$ cat src/oximeter_record_drop_detector_assert.svh
// Assertion macros shared by the drop detector RTL.
// Depends on nothing; included by the modules that check their own logic.
`ifndef OXIMETER_RECORD_DROP_DETECTOR_ASSERT_SVH
`define OXIMETER_RECORD_DROP_DETECTOR_ASSERT_SVH

// Condition implies consequence in the same cycle
`define ORDD_ASSERT_SAME(lbl, ck, rstn, ante, cons) \
	lbl: assert property (@(posedge ck) disable iff (!rstn) (ante) |-> (cons)) \
		else $error("ordd assertion failed");

// Condition implies consequence in the following cycle
`define ORDD_ASSERT_NEXT(lbl, ck, rstn, ante, cons) \
	lbl: assert property (@(posedge ck) disable iff (!rstn) (ante) |=> (cons)) \
		else $error("ordd assertion failed");

`endif

$ cat src/ordd_pkg.sv
// Shared constants, types and helpers of the oximeter record drop detector.
// Depends on nothing; used by every module of the block.
`default_nettype none

package ordd_pkg;

	// Default sizes
	localparam int unsigned HISTORY_DEPTH_DEF = 16;
	localparam int unsigned LENGTH_BITS_DEF   = 24;

	// Field widths
	localparam int unsigned BYTE_W  = 8;
	localparam int unsigned PULSE_W = 7;
	localparam int unsigned SPO2_W  = 8;
	localparam int unsigned INDEX_W = 24;
	localparam int unsigned WIN_W   = 5;
	localparam int unsigned PLIM_W  = 7;
	localparam int unsigned SLIM_W  = 8;
	localparam int unsigned APB_AW  = 4;
	localparam int unsigned APB_DW  = 32;

	// Stream framing bytes
	localparam logic [BYTE_W-1:0] HDR0      = 8'hF2;
	localparam logic [BYTE_W-1:0] HDR1      = 8'h80;
	localparam logic [BYTE_W-1:0] HDR2      = 8'h00;
	localparam logic [BYTE_W-1:0] SYNC_BYTE = 8'hF0;
	localparam logic [2:0]        HDR_LAST  = 3'd2;
	localparam logic [2:0]        SKIP_LAST = 3'd5;

	// Register reset values
	localparam logic [WIN_W-1:0]  PULSE_WIN_RST = 5'd4;
	localparam logic [WIN_W-1:0]  SPO2_WIN_RST  = 5'd10;
	localparam logic [PLIM_W-1:0] PULSE_LIM_RST = 7'd6;
	localparam logic [SLIM_W-1:0] SPO2_LIM_RST  = 8'd4;

	// Result kinds
	localparam logic KIND_RECORD = 1'b0;
	localparam logic KIND_FAULT  = 1'b1;

	// Register map, word index
	typedef enum logic [1:0] {
		REG_PULSE_WIN,
		REG_SPO2_WIN,
		REG_PULSE_LIM,
		REG_SPO2_LIM
	} reg_idx_t;

	// Parser event for the accepted byte
	typedef struct packed {
		logic               rec;
		logic               fault;
		logic [INDEX_W-1:0] index;
		logic [PULSE_W-1:0] pulse;
		logic [SPO2_W-1:0]  spo2;
		logic               is_last;
	} evt_t;

	// One result word
	typedef struct packed {
		logic               kind;
		logic [INDEX_W-1:0] record_index;
		logic [PULSE_W-1:0] pulse;
		logic [SPO2_W-1:0]  spo2;
		logic               pulse_changed;
		logic               spo2_changed;
		logic               pulse_drop_flag;
		logic [PULSE_W-1:0] pulse_drop;
		logic               spo2_drop_flag;
		logic [SPO2_W-1:0]  spo2_drop;
		logic               is_last;
	} res_t;

	// Expected header byte at a match position
	function automatic logic [BYTE_W-1:0] hdr_byte(input logic [1:0] pos);
		logic [BYTE_W-1:0] b;
		unique case (pos)
			2'd0:    b = HDR0;
			2'd1:    b = HDR1;
			default: b = HDR2;
		endcase
		return b;
	endfunction

endpackage

`default_nettype wire

$ cat src/oximeter_record_drop_detector.sv
// A result word is registered in the output register, or in the skid stage while the output is stalled.
// Throughput: one byte per cycle; in_stall rises only while the skid stage is
// occupied, i.e. while two finished words wait behind a stalled output.
// History spread: a chain of min/max prefix cells, one per sample, updated per record.
// Reset (arst_n low): header search, all counters, history and registers to defaults.
// No clearing pass: the block takes bytes as soon as reset is released.
`default_nettype none

module oximeter_record_drop_detector #(
	parameter int unsigned HISTORY_DEPTH = ordd_pkg::HISTORY_DEPTH_DEF,
	parameter int unsigned LENGTH_BITS   = ordd_pkg::LENGTH_BITS_DEF
) (
	input  wire logic                         clk,
	input  wire logic                         arst_n,
	// configuration port
	input  wire logic                         psel,
	input  wire logic                         penable,
	input  wire logic                         pwrite,
	input  wire logic [ordd_pkg::APB_AW-1:0]  paddr,
	input  wire logic [ordd_pkg::APB_DW-1:0]  pwdata,
	output logic      [ordd_pkg::APB_DW-1:0]  prdata,
	output logic                              pready,
	// byte input
	input  wire logic                         in_valid,
	output logic                              in_stall,
	input  wire logic [ordd_pkg::BYTE_W-1:0]  data_byte,
	// result output
	output logic                              out_valid,
	input  wire logic                         out_stall,
	output logic                              kind,
	output logic      [ordd_pkg::INDEX_W-1:0] record_index,
	output logic      [ordd_pkg::PULSE_W-1:0] pulse,
	output logic      [ordd_pkg::SPO2_W-1:0]  spo2,
	output logic                              pulse_changed,
	output logic                              spo2_changed,
	output logic                              pulse_drop_flag,
	output logic      [ordd_pkg::PULSE_W-1:0] pulse_drop,
	output logic                              spo2_drop_flag,
	output logic      [ordd_pkg::SPO2_W-1:0]  spo2_drop,
	output logic                              is_last
);

	localparam int unsigned IW = $clog2(HISTORY_DEPTH);
	localparam int unsigned PW = ordd_pkg::PULSE_W;
	localparam int unsigned SW = ordd_pkg::SPO2_W;

	logic [ordd_pkg::WIN_W-1:0]  pulse_window_q;
	logic [ordd_pkg::WIN_W-1:0]  spo2_window_q;
	logic [ordd_pkg::PLIM_W-1:0] pulse_drop_limit_q;
	logic [ordd_pkg::SLIM_W-1:0] spo2_drop_limit_q;
	logic [PW-1:0]               prev_pulse_q;
	logic [SW-1:0]               prev_spo2_q;

	logic            accept;
	logic            cfg_wr;
	logic            full;
	logic            push;
	ordd_pkg::evt_t  evt;
	ordd_pkg::res_t  res;
	ordd_pkg::res_t  out_data;

	logic [PW-1:0] p_min [HISTORY_DEPTH];
	logic [PW-1:0] p_max [HISTORY_DEPTH];
	logic [SW-1:0] s_min [HISTORY_DEPTH];
	logic [SW-1:0] s_max [HISTORY_DEPTH];

	logic [IW-1:0] sel_p, sel_s, sel_p_m1, sel_s_m1;
	logic [PW-1:0] win_p_min, win_p_max, win_p_spread;
	logic [SW-1:0] win_s_min, win_s_max, win_s_spread;

	assign accept = in_valid && !in_stall;
	assign in_stall = full;

	// Configuration registers
	assign pready = 1'b1;
	assign cfg_wr = psel && penable && pwrite && pready;

	always_ff @(posedge clk or negedge arst_n) begin
		if (!arst_n) begin
			pulse_window_q     <= ordd_pkg::PULSE_WIN_RST;
			spo2_window_q      <= ordd_pkg::SPO2_WIN_RST;
			pulse_drop_limit_q <= ordd_pkg::PULSE_LIM_RST;
			spo2_drop_limit_q  <= ordd_pkg::SPO2_LIM_RST;
		end else if (cfg_wr) begin
			unique case (ordd_pkg::reg_idx_t'(paddr[3:2]))
				ordd_pkg::REG_PULSE_WIN: pulse_window_q <= pwdata[ordd_pkg::WIN_W-1:0];
				ordd_pkg::REG_SPO2_WIN:  spo2_window_q  <= pwdata[ordd_pkg::WIN_W-1:0];
				ordd_pkg::REG_PULSE_LIM: pulse_drop_limit_q <= pwdata[ordd_pkg::PLIM_W-1:0];
				ordd_pkg::REG_SPO2_LIM:  spo2_drop_limit_q  <= pwdata[ordd_pkg::SLIM_W-1:0];
				default: ;
			endcase
		end
	end

	// Register read-back
	always_comb begin
		unique case (ordd_pkg::reg_idx_t'(paddr[3:2]))
			ordd_pkg::REG_PULSE_WIN: prdata = ordd_pkg::APB_DW'(pulse_window_q);
			ordd_pkg::REG_SPO2_WIN:  prdata = ordd_pkg::APB_DW'(spo2_window_q);
			ordd_pkg::REG_PULSE_LIM: prdata = ordd_pkg::APB_DW'(pulse_drop_limit_q);
			ordd_pkg::REG_SPO2_LIM:  prdata = ordd_pkg::APB_DW'(spo2_drop_limit_q);
			default:                 prdata = '0;
		endcase
	end

	// Byte parser
	ordd_parse #(
		.LENGTH_BITS(LENGTH_BITS)
	) u_parse (
		.clk       (clk),
		.arst_n    (arst_n),
		.accept    (accept),
		.data_byte (data_byte),
		.evt       (evt)
	);

	// History chain: cell k holds min/max of the newest k+1 samples
	for (genvar k = 0; k < HISTORY_DEPTH; k++) begin : g_cell
		if (k == 0) begin : g_head
			ordd_cell #(.W(PW)) u_pcell (
				.clk(clk), .arst_n(arst_n), .shift(evt.rec), .new_val(evt.pulse),
				.prev_min(evt.pulse), .prev_max(evt.pulse),
				.cur_min(p_min[k]), .cur_max(p_max[k])
			);
			ordd_cell #(.W(SW)) u_scell (
				.clk(clk), .arst_n(arst_n), .shift(evt.rec), .new_val(evt.spo2),
				.prev_min(evt.spo2), .prev_max(evt.spo2),
				.cur_min(s_min[k]), .cur_max(s_max[k])
			);
		end else begin : g_body
			ordd_cell #(.W(PW)) u_pcell (
				.clk(clk), .arst_n(arst_n), .shift(evt.rec), .new_val(evt.pulse),
				.prev_min(p_min[k-1]), .prev_max(p_max[k-1]),
				.cur_min(p_min[k]), .cur_max(p_max[k])
			);
			ordd_cell #(.W(SW)) u_scell (
				.clk(clk), .arst_n(arst_n), .shift(evt.rec), .new_val(evt.spo2),
				.prev_min(s_min[k-1]), .prev_max(s_max[k-1]),
				.cur_min(s_min[k]), .cur_max(s_max[k])
			);
		end
	end

	// Clamp windows to one cell place
	always_comb begin
		if (pulse_window_q == '0) begin
			sel_p = '0;
		end else if (32'(pulse_window_q) > 32'(HISTORY_DEPTH)) begin
			sel_p = IW'(HISTORY_DEPTH - 1);
		end else begin
			sel_p = IW'(pulse_window_q - 1'b1);
		end
		if (spo2_window_q == '0) begin
			sel_s = '0;
		end else if (32'(spo2_window_q) > 32'(HISTORY_DEPTH)) begin
			sel_s = IW'(HISTORY_DEPTH - 1);
		end else begin
			sel_s = IW'(spo2_window_q - 1'b1);
		end
	end

	assign sel_p_m1 = sel_p - 1'b1;
	assign sel_s_m1 = sel_s - 1'b1;

	// Window min/max: new sample folded into the older prefix
	always_comb begin
		win_p_min = evt.pulse;
		win_p_max = evt.pulse;
		win_s_min = evt.spo2;
		win_s_max = evt.spo2;
		if (sel_p != '0) begin
			if (p_min[sel_p_m1] < evt.pulse) win_p_min = p_min[sel_p_m1];
			if (p_max[sel_p_m1] > evt.pulse) win_p_max = p_max[sel_p_m1];
		end
		if (sel_s != '0) begin
			if (s_min[sel_s_m1] < evt.spo2) win_s_min = s_min[sel_s_m1];
			if (s_max[sel_s_m1] > evt.spo2) win_s_max = s_max[sel_s_m1];
		end
	end

	assign win_p_spread = win_p_max - win_p_min;
	assign win_s_spread = win_s_max - win_s_min;

	// Assemble the result word
	always_comb begin
		res = '0;
		res.record_index = evt.index;
		res.is_last      = evt.is_last;
		if (evt.fault) begin
			res.kind = ordd_pkg::KIND_FAULT;
		end else begin
			res.kind            = ordd_pkg::KIND_RECORD;
			res.pulse           = evt.pulse;
			res.spo2            = evt.spo2;
			res.pulse_changed   = (evt.pulse != prev_pulse_q);
			res.spo2_changed    = (evt.spo2 != prev_spo2_q);
			res.pulse_drop      = win_p_spread;
			res.spo2_drop       = win_s_spread;
			res.pulse_drop_flag = (win_p_min != '0) && (win_p_max != '0) &&
				(win_p_spread > pulse_drop_limit_q);
			res.spo2_drop_flag  = (win_s_min != '0) && (win_s_max != '0) &&
				(win_s_spread > spo2_drop_limit_q);
		end
	end

	// Hold the previous record values
	always_ff @(posedge clk or negedge arst_n) begin
		if (!arst_n) begin
			prev_pulse_q <= '0;
			prev_spo2_q  <= '0;
		end else if (evt.rec) begin
			prev_pulse_q <= evt.pulse;
			prev_spo2_q  <= evt.spo2;
		end
	end

	assign push = evt.rec || evt.fault;

	// Output register and skid
	ordd_obuf u_obuf (
		.clk       (clk),
		.arst_n    (arst_n),
		.push      (push),
		.push_data (res),
		.full      (full),
		.out_valid (out_valid),
		.out_stall (out_stall),
		.out_data  (out_data)
	);

	assign kind            = out_data.kind;
	assign record_index    = out_data.record_index;
	assign pulse           = out_data.pulse;
	assign spo2            = out_data.spo2;
	assign pulse_changed   = out_data.pulse_changed;
	assign spo2_changed    = out_data.spo2_changed;
	assign pulse_drop_flag = out_data.pulse_drop_flag;
	assign pulse_drop      = out_data.pulse_drop;
	assign spo2_drop_flag  = out_data.spo2_drop_flag;
	assign spo2_drop       = out_data.spo2_drop;
	assign is_last         = out_data.is_last;

endmodule

`default_nettype wire

$ cat src/ordd_cell.sv
// One history cell: running min and max of the newest samples up to this place.
// Depends on ordd_pkg for the default width.
`default_nettype none

module ordd_cell #(
	parameter int unsigned W = ordd_pkg::PULSE_W
) (
	input  wire logic         clk,
	input  wire logic         arst_n,
	input  wire logic         shift,
	input  wire logic [W-1:0] new_val,
	input  wire logic [W-1:0] prev_min,
	input  wire logic [W-1:0] prev_max,
	output logic      [W-1:0] cur_min,
	output logic      [W-1:0] cur_max
);

	logic [W-1:0] min_q;
	logic [W-1:0] max_q;

	// Fold the new sample into the neighbour's prefix and take it over
	always_ff @(posedge clk or negedge arst_n) begin
		if (!arst_n) begin
			min_q <= '0;
			max_q <= '0;
		end else if (shift) begin
			min_q <= (prev_min < new_val) ? prev_min : new_val;
			max_q <= (prev_max > new_val) ? prev_max : new_val;
		end
	end

	assign cur_min = min_q;
	assign cur_max = max_q;

endmodule

`default_nettype wire

$ cat src/ordd_parse.sv
// Byte parser: header hunt, skip, length gathering and record framing.
// Depends on ordd_pkg and the assertion macro header.
`default_nettype none

`include "oximeter_record_drop_detector_assert.svh"

module ordd_parse #(
	parameter int unsigned LENGTH_BITS = ordd_pkg::LENGTH_BITS_DEF
) (
	input  wire logic                        clk,
	input  wire logic                        arst_n,
	input  wire logic                        accept,
	input  wire logic [ordd_pkg::BYTE_W-1:0] data_byte,
	output ordd_pkg::evt_t                   evt
);

	typedef enum logic [1:0] {
		PH_SEARCH,
		PH_SKIP,
		PH_LENGTH,
		PH_RECORD
	} phase_t;

	typedef enum logic [1:0] {
		POS_SYNC,
		POS_PULSE,
		POS_SPO2
	} pos_t;

	localparam logic [LENGTH_BITS-1:0] LEN_SHIFT_MAX = {LENGTH_BITS{1'b1}} >> 7;

	phase_t                            phase_q, phase_d;
	pos_t                              pos_q, pos_d;
	logic [2:0]                        count_q, count_d;
	logic [LENGTH_BITS-1:0]            len_q, len_d;
	logic [LENGTH_BITS-1:0]            seen_q, seen_d, seen_inc;
	logic [ordd_pkg::PULSE_W-1:0]      pend_q, pend_d;
	logic [ordd_pkg::INDEX_W-1:0]      counter_q, counter_d;

	// Saturating byte count of the record stream
	assign seen_inc = (seen_q == '1) ? seen_q : seen_q + 1'b1;

	// Next state and event for the accepted byte
	always_comb begin
		phase_d   = phase_q;
		pos_d     = pos_q;
		count_d   = count_q;
		len_d     = len_q;
		seen_d    = seen_q;
		pend_d    = pend_q;
		counter_d = counter_q;
		evt       = '0;
		if (accept) begin
			unique case (phase_q)
				PH_SEARCH: begin
					if (data_byte == ordd_pkg::hdr_byte(count_q[1:0])) begin
						if (count_q == ordd_pkg::HDR_LAST) begin
							phase_d = PH_SKIP;
							count_d = '0;
						end else begin
							count_d = count_q + 1'b1;
						end
					end else begin
						count_d = (data_byte == ordd_pkg::HDR0) ? 3'd1 : 3'd0;
					end
				end
				PH_SKIP: begin
					if (count_q == ordd_pkg::SKIP_LAST) begin
						phase_d = PH_LENGTH;
						count_d = '0;
						len_d   = '0;
					end else begin
						count_d = count_q + 1'b1;
					end
				end
				PH_LENGTH: begin
					if (data_byte != ordd_pkg::SYNC_BYTE) begin
						len_d = (len_q > LEN_SHIFT_MAX) ? '1 :
							{len_q[LENGTH_BITS-8:0], data_byte[6:0]};
					end else begin
						// this sync byte opens the first record
						phase_d = PH_RECORD;
						pos_d   = POS_PULSE;
						seen_d  = LENGTH_BITS'(1);
					end
				end
				PH_RECORD: begin
					seen_d = seen_inc;
					unique case (pos_q)
						POS_SYNC: begin
							if (data_byte == ordd_pkg::SYNC_BYTE) begin
								pos_d = POS_PULSE;
							end else begin
								evt.fault   = 1'b1;
								evt.index   = counter_q;
								evt.is_last = (seen_inc >= len_q);
							end
						end
						POS_PULSE: begin
							pend_d = data_byte[6:0];
							pos_d  = POS_SPO2;
						end
						default: begin
							evt.rec     = 1'b1;
							evt.index   = counter_q;
							evt.pulse   = pend_q;
							evt.spo2    = data_byte;
							evt.is_last = (seen_inc >= len_q);
							pos_d       = POS_SYNC;
							counter_d   = (counter_q == '1) ? counter_q :
								counter_q + 1'b1;
						end
					endcase
				end
				default: phase_d = PH_SEARCH;
			endcase
		end
	end

	// Hold parser state
	always_ff @(posedge clk or negedge arst_n) begin
		if (!arst_n) begin
			phase_q   <= PH_SEARCH;
			pos_q     <= POS_SYNC;
			count_q   <= '0;
			len_q     <= '0;
			seen_q    <= '0;
			pend_q    <= '0;
			counter_q <= '0;
		end else begin
			phase_q   <= phase_d;
			pos_q     <= pos_d;
			count_q   <= count_d;
			len_q     <= len_d;
			seen_q    <= seen_d;
			pend_q    <= pend_d;
			counter_q <= counter_d;
		end
	end

	`ORDD_ASSERT_SAME(a_evt_in_record, clk, arst_n, evt.rec || evt.fault, phase_q == PH_RECORD)
	`ORDD_ASSERT_SAME(a_search_count, clk, arst_n, phase_q == PH_SEARCH, count_q <= ordd_pkg::HDR_LAST)
	`ORDD_ASSERT_NEXT(a_rec_resync, clk, arst_n, evt.rec, pos_q == POS_SYNC && phase_q == PH_RECORD)

endmodule

`default_nettype wire

$ cat src/ordd_obuf.sv
// Output register with a skid stage between the result path and the output port.
// Depends on ordd_pkg and the assertion macro header.
`default_nettype none

`include "oximeter_record_drop_detector_assert.svh"

module ordd_obuf (
	input  wire logic           clk,
	input  wire logic           arst_n,
	input  wire logic           push,
	input  ordd_pkg::res_t      push_data,
	output logic                full,
	output logic                out_valid,
	input  wire logic           out_stall,
	output ordd_pkg::res_t      out_data
);

	logic           out_valid_q;
	logic           skid_valid_q;
	ordd_pkg::res_t out_q;
	ordd_pkg::res_t skid_q;
	logic           adv;

	// Output slot frees when empty or taken
	assign adv = !out_valid_q || !out_stall;

	// Valid bits
	always_ff @(posedge clk or negedge arst_n) begin
		if (!arst_n) begin
			out_valid_q  <= 1'b0;
			skid_valid_q <= 1'b0;
		end else if (adv) begin
			out_valid_q  <= skid_valid_q || push;
			skid_valid_q <= skid_valid_q && push;
		end else if (push) begin
			skid_valid_q <= 1'b1;
		end
	end

	// Payload words
	always_ff @(posedge clk) begin
		if (adv) begin
			if (skid_valid_q) begin
				out_q <= skid_q;
				if (push) begin
					skid_q <= push_data;
				end
			end else if (push) begin
				out_q <= push_data;
			end
		end else if (push) begin
			skid_q <= push_data;
		end
	end

	assign full      = skid_valid_q;
	assign out_valid = out_valid_q;
	assign out_data  = out_q;

	`ORDD_ASSERT_SAME(a_skid_behind_out, clk, arst_n, skid_valid_q, out_valid_q)
	`ORDD_ASSERT_SAME(a_push_has_room, clk, arst_n, push, !skid_valid_q)

endmodule

`default_nettype wire

$ cat config.mk
export PLATFORM = sky130hd
export DESIGN_NAME = oximeter_record_drop_detector
export DESIGN_NICKNAME = d
export VERILOG_FILES = /design/src/ordd_pkg.sv /design/src/oximeter_record_drop_detector.sv /design/src/ordd_cell.sv /design/src/ordd_parse.sv /design/src/ordd_obuf.sv
export VERILOG_INCLUDE_DIRS = /design/src /design/src/src
export SDC_FILE = /design/constraint.sdc
export NUM_CORES = 2
export LEC_CHECK = 0
export BUFFER_PORTS_ARGS = -buffer_cell sky130_fd_sc_hd__buf_2
export CORE_UTILIZATION = 30
export DETAILED_ROUTE_END_ITERATION = 8
export GPL_TIMING_DRIVEN = 0
export PLACE_DENSITY = 0.44
export SYNTH_ARGS = -nofsm -noshare
export SYNTH_HDL_FRONTEND = slang
export SYNTH_SLANG_ARGS = --single-unit
$ cat constraint.sdc
create_clock -name clk -period 15.2 [get_ports clk]
set_clock_uncertainty 0.1 [all_clocks]
set_input_delay 0.76 -clock clk [delete_from_list [all_inputs] [get_ports clk]]
set_output_delay 0.76 -clock clk [all_outputs]
set_load 0.05 [all_outputs]
==> results.yml <==
pwr:
  power.total_mw: 13.9
  leakagePower_nw: 23.5
  max-vdd-ir-drop_uv: 196
  power-per-cell-area_nw_per_um2: 262
cells_and_area:
  multiInputGateArea_sq_um: 26500
  drive_gt1_share_pct: 10.4
  fillCellCount: 15500
  syn_to_final_growth_pct: 14.5
  fin_nets: 5411
  seqCellArea_sq_um: 18100
logic_synthesis:
  ys_seq_area_share_pct: 39.1
  synth_flop_cell: "dfrtp_1"
  syn-cell-area_sq_um: 46200
  yosysUniqueCellTypes: 78
  yosys_warnings: 0
  syn_area_per_cell_sq_um: 9.96
  synth-edff-count: 120
  synth-seq-cells: 698
  ys_async_sr_fraction_pct: 82.8
  netlist_instances: 4639
cts:
  clock-sinks: 698
  cts_resized: 0
  cts-root-buf: "clkbuf_16"
  clock_path_buffers: 3
  htreeDepth: 3
  cts-buffers-inserted: 87
  clk_pin_slew_ps: 60
  postCtsSetupRepairBufs: 0
  cts_tree: "done"
  hold_buffers: 0
  clock_latency_ps: 700
floorplan:
  rows: 143
  die_y_um: 395
  core_area_sq_um: 152000
  die_w_um: 395
  io_pins: 146
  start_util_pct: 30.3
  dieArea_sq_um: 156000
global_routing:
  grt_pass1_vias: 37500
  grt-ovfl-total: 0
  grt_antenna_before_repair: 10
  grt_pass1_wl_mm: 267
  grt_usage_pct: 22.9
  grt_max_degree: 109
detailed_routing:
  drt_iter0_markers: 3057
  dr.pass1.iters: 6
  wl_per_cell_um: 25.8
  wl_mm: 179
  num_vias: 37900
  drc: 0
  ant_nets: 0
  drt-vias-per-instance: 5.45
placement:
  globalplace.congestion: 0.865
  hpwlAfterDp_mm: 127
  portBuffers: 91
timing:
  slew-limit-headroom_pct: 0.508
  setup_viol: 0
  finalHoldViolCount: 0
  period_share_pct: 67.4
  slew_viol_final: 0
  fmax_mhz: 97.6
  holdWs_ps: 26.4
  worstMarginPinSlew_ps: 1480
  period_minus_slack_ps: 10250
  grt_setup_unrepaired: "false"
worst_setup_path:
  critical_path.max_fanout: 37
  ff2ff_path_depth: 32
  setup.worst_path.class: "reg -> reg"
  cp-end-kind: "register"
  r2r_end: "u_obuf.out_data[9]"
  r2r_start: "u_parse.phase_q[0]"
  crit_required_ps: 15510
  critical-path-max-stage-delay_ps: 820
  rrSetupSlack_ps: 4950
  cp_slowest_cell: "a221oi_1"
  critPathArrivalTime_ps: 10560
  crit_top_cell: "ha_1"
  worst_setup_path_start_kind: "register"
run_status:
  violations: "max-capacitance violations"
  status: "complete, but fails checks"
job:
  maxCapViolations: 1
hold_path:
  hold_class: "in -> async"
## worst max path at each step
stage / start / endpoint / slack, ps / cells after the start
finish: u_parse.phase_q[0] / u_obuf.out_data[9] / 4950 / 32
global route: u_parse.phase_q[0] / u_obuf.out_data[9] / 4120 / 32
CTS: u_parse.phase_q[0] / u_obuf.out_data[9] / 4720 / 32
detailed placement: in_valid / u_obuf.out_data[9] / 4700 / 32
global placement: arst_n / u_parse.seen_q[5] / -680 / 1
floorplan: in_valid / u_obuf.out_data[9] / 7880 / 30
## stage by stage
stage / utilization [%] / cells / worst slack, ps / instance area [sq um] / setup TNS, ps
after floorplan: - / 4662 / 7880 / 46300 / 0
after global placement: 32.3 / 6783 / -685 / 49300 / -336640
after detailed placement: 32.7 / 6802 / 4700 / 49900 / 0
after CTS: 34.7 / 6957 / 4720 / 52900 / 0
after global routing: 34.7 / 6957 / 4120 / 52900 / 0
final: 34.7 / 6959 / 4950 / 52900 / 0
## synth_stat cells, types with 28 or more instances
| cell | n | share of area, % |
|---|---|---|
| a21o_1 | 168 | 2.7 |
| a21oi_1 | 328 | 3.6 |
| a22oi_1 | 95 | 1.5 |
| and2_1 | 43 | 0.58 |
| and3_1 | 31 | 0.42 |
| buf_4 | 32 | 0.52 |
| clkbuf_1 | 197 | 1.6 |
| dfrtp_1 | 572 | 31 |
| edfxtp_1 | 120 | 7.8 |
| ha_1 | 497 | 13 |
| inv_1 | 150 | 1.2 |
| mux2_2 | 33 | 0.80 |
| mux2i_1 | 347 | 7.5 |
| mux4_2 | 124 | 6.0 |
| nand2_1 | 532 | 4.3 |
| nand3_1 | 94 | 1.0 |
| nand3b_1 | 32 | 0.52 |
| nand4_1 | 44 | 0.60 |
| nor2_1 | 244 | 2.0 |
| nor2b_1 | 49 | 0.66 |
| o21a_1 | 28 | 0.45 |
| o21ai_0 | 521 | 5.6 |
| o21ai_1 | 31 | 0.34 |
| xnor2_1 | 31 | 0.59 |
| xor2_1 | 29 | 0.55 |
## cell usage in the layout (no fill, tap or decap), drive strengths merged, types with 28 or more instances in the layout
master,instances
nor2b,49
dfrtp,572
and3,31
o21ai,553
inv,154
ha,497
a21o,168
a22oi,95
nor2,244
edfxtp,120
buf,189
nand4,44
clkbuf,313
mux2,34
a21oi,331
mux2i,347
mux4,125
nand2,532
nand3b,32
o21a,28
xnor2,31
xor2,29
nand3,94
and2,43
## critical path, delay by kind of cell, from the launching register on
family	cells	cell delay (ps)
AND/OR/NAND/NOR	6	1360
AO/OA/AOI/OAI	13	3130
XOR/XNOR	2	440
adder cells (fa/ha/maj)	4	1490
flip-flops	1	450
buffers and inverters	7	2950
## cell families (layout without fill, tap and decap cells)
| logic type | count (synthesis) | after routing | synth area share, % |
|---|---|---|---|
| other | 2 | 27 | 0.0162 |
| flip-flops | 698 | 698 | 39.1 |
| XOR/XNOR | 60 | 60 | 1.14 |
| AND/OR/NAND/NOR | 1139 | 1139 | 11.1 |
| multiplexers | 506 | 506 | 14.4 |
| adder cells (fa/ha/maj) | 502 | 502 | 13.6 |
| buffers and inverters | 429 | 694 | 3.91 |
| AO/OA/AOI/OAI | 1303 | 1303 | 16.7 |
## final cells by class
class	instances	share of cell area, %
Sequential cell	698	34.2
Clock inverter	39	1.08
Inverter	153	1.09
Clock buffer	116	4.66
Timing Repair Buffer	110	1.78
Buffer	276	2.34
Multi-Input combinational cell	3535	50.1
Antenna cell	2	0.00946
Tap cell	2030	4.80
## metal layers
| layer | track usage (%) | vias to the layer above | part of all wire (%) |
|---|---|---|---|
| li1 | - | 17400 | - |
| met1 | 32.9 | 19100 | 47 |
| met2 | 35.4 | 1146 | 45 |
| met3 | 3.37 | 226 | 6.0 |
| met4 | 6.60 | 6 | 2.6 |
| met5 | 0 | - | 0.021 |
## flip-flops by register name (all words and copies together), names as in the netlist, 24 cells and up
| register | flops |
|---|---|
| u_obuf.skid_q | 60 |
| u_parse.counter_q | 24 |
| g_cell.g_body.u_pcell.cur_min | 105 |
| g_cell.g_body.u_scell.cur_min | 120 |
| g_cell.g_body.u_pcell.cur_max | 105 |
| g_cell.g_body.u_scell.cur_max | 120 |
| u_obuf.out_data | 60 |
| u_parse.seen_q | 24 |
| u_parse.len_q | 24 |
## power by group
part / switching, mW / internal [mW] / total [mW]
Combinational: 4.58 / 3.41 / 8.00
Clock: 0.905 / 1.37 / 2.28
Sequential: 0.915 / 2.69 / 3.61
Note: power is estimated with default switching activity, not from simulation.
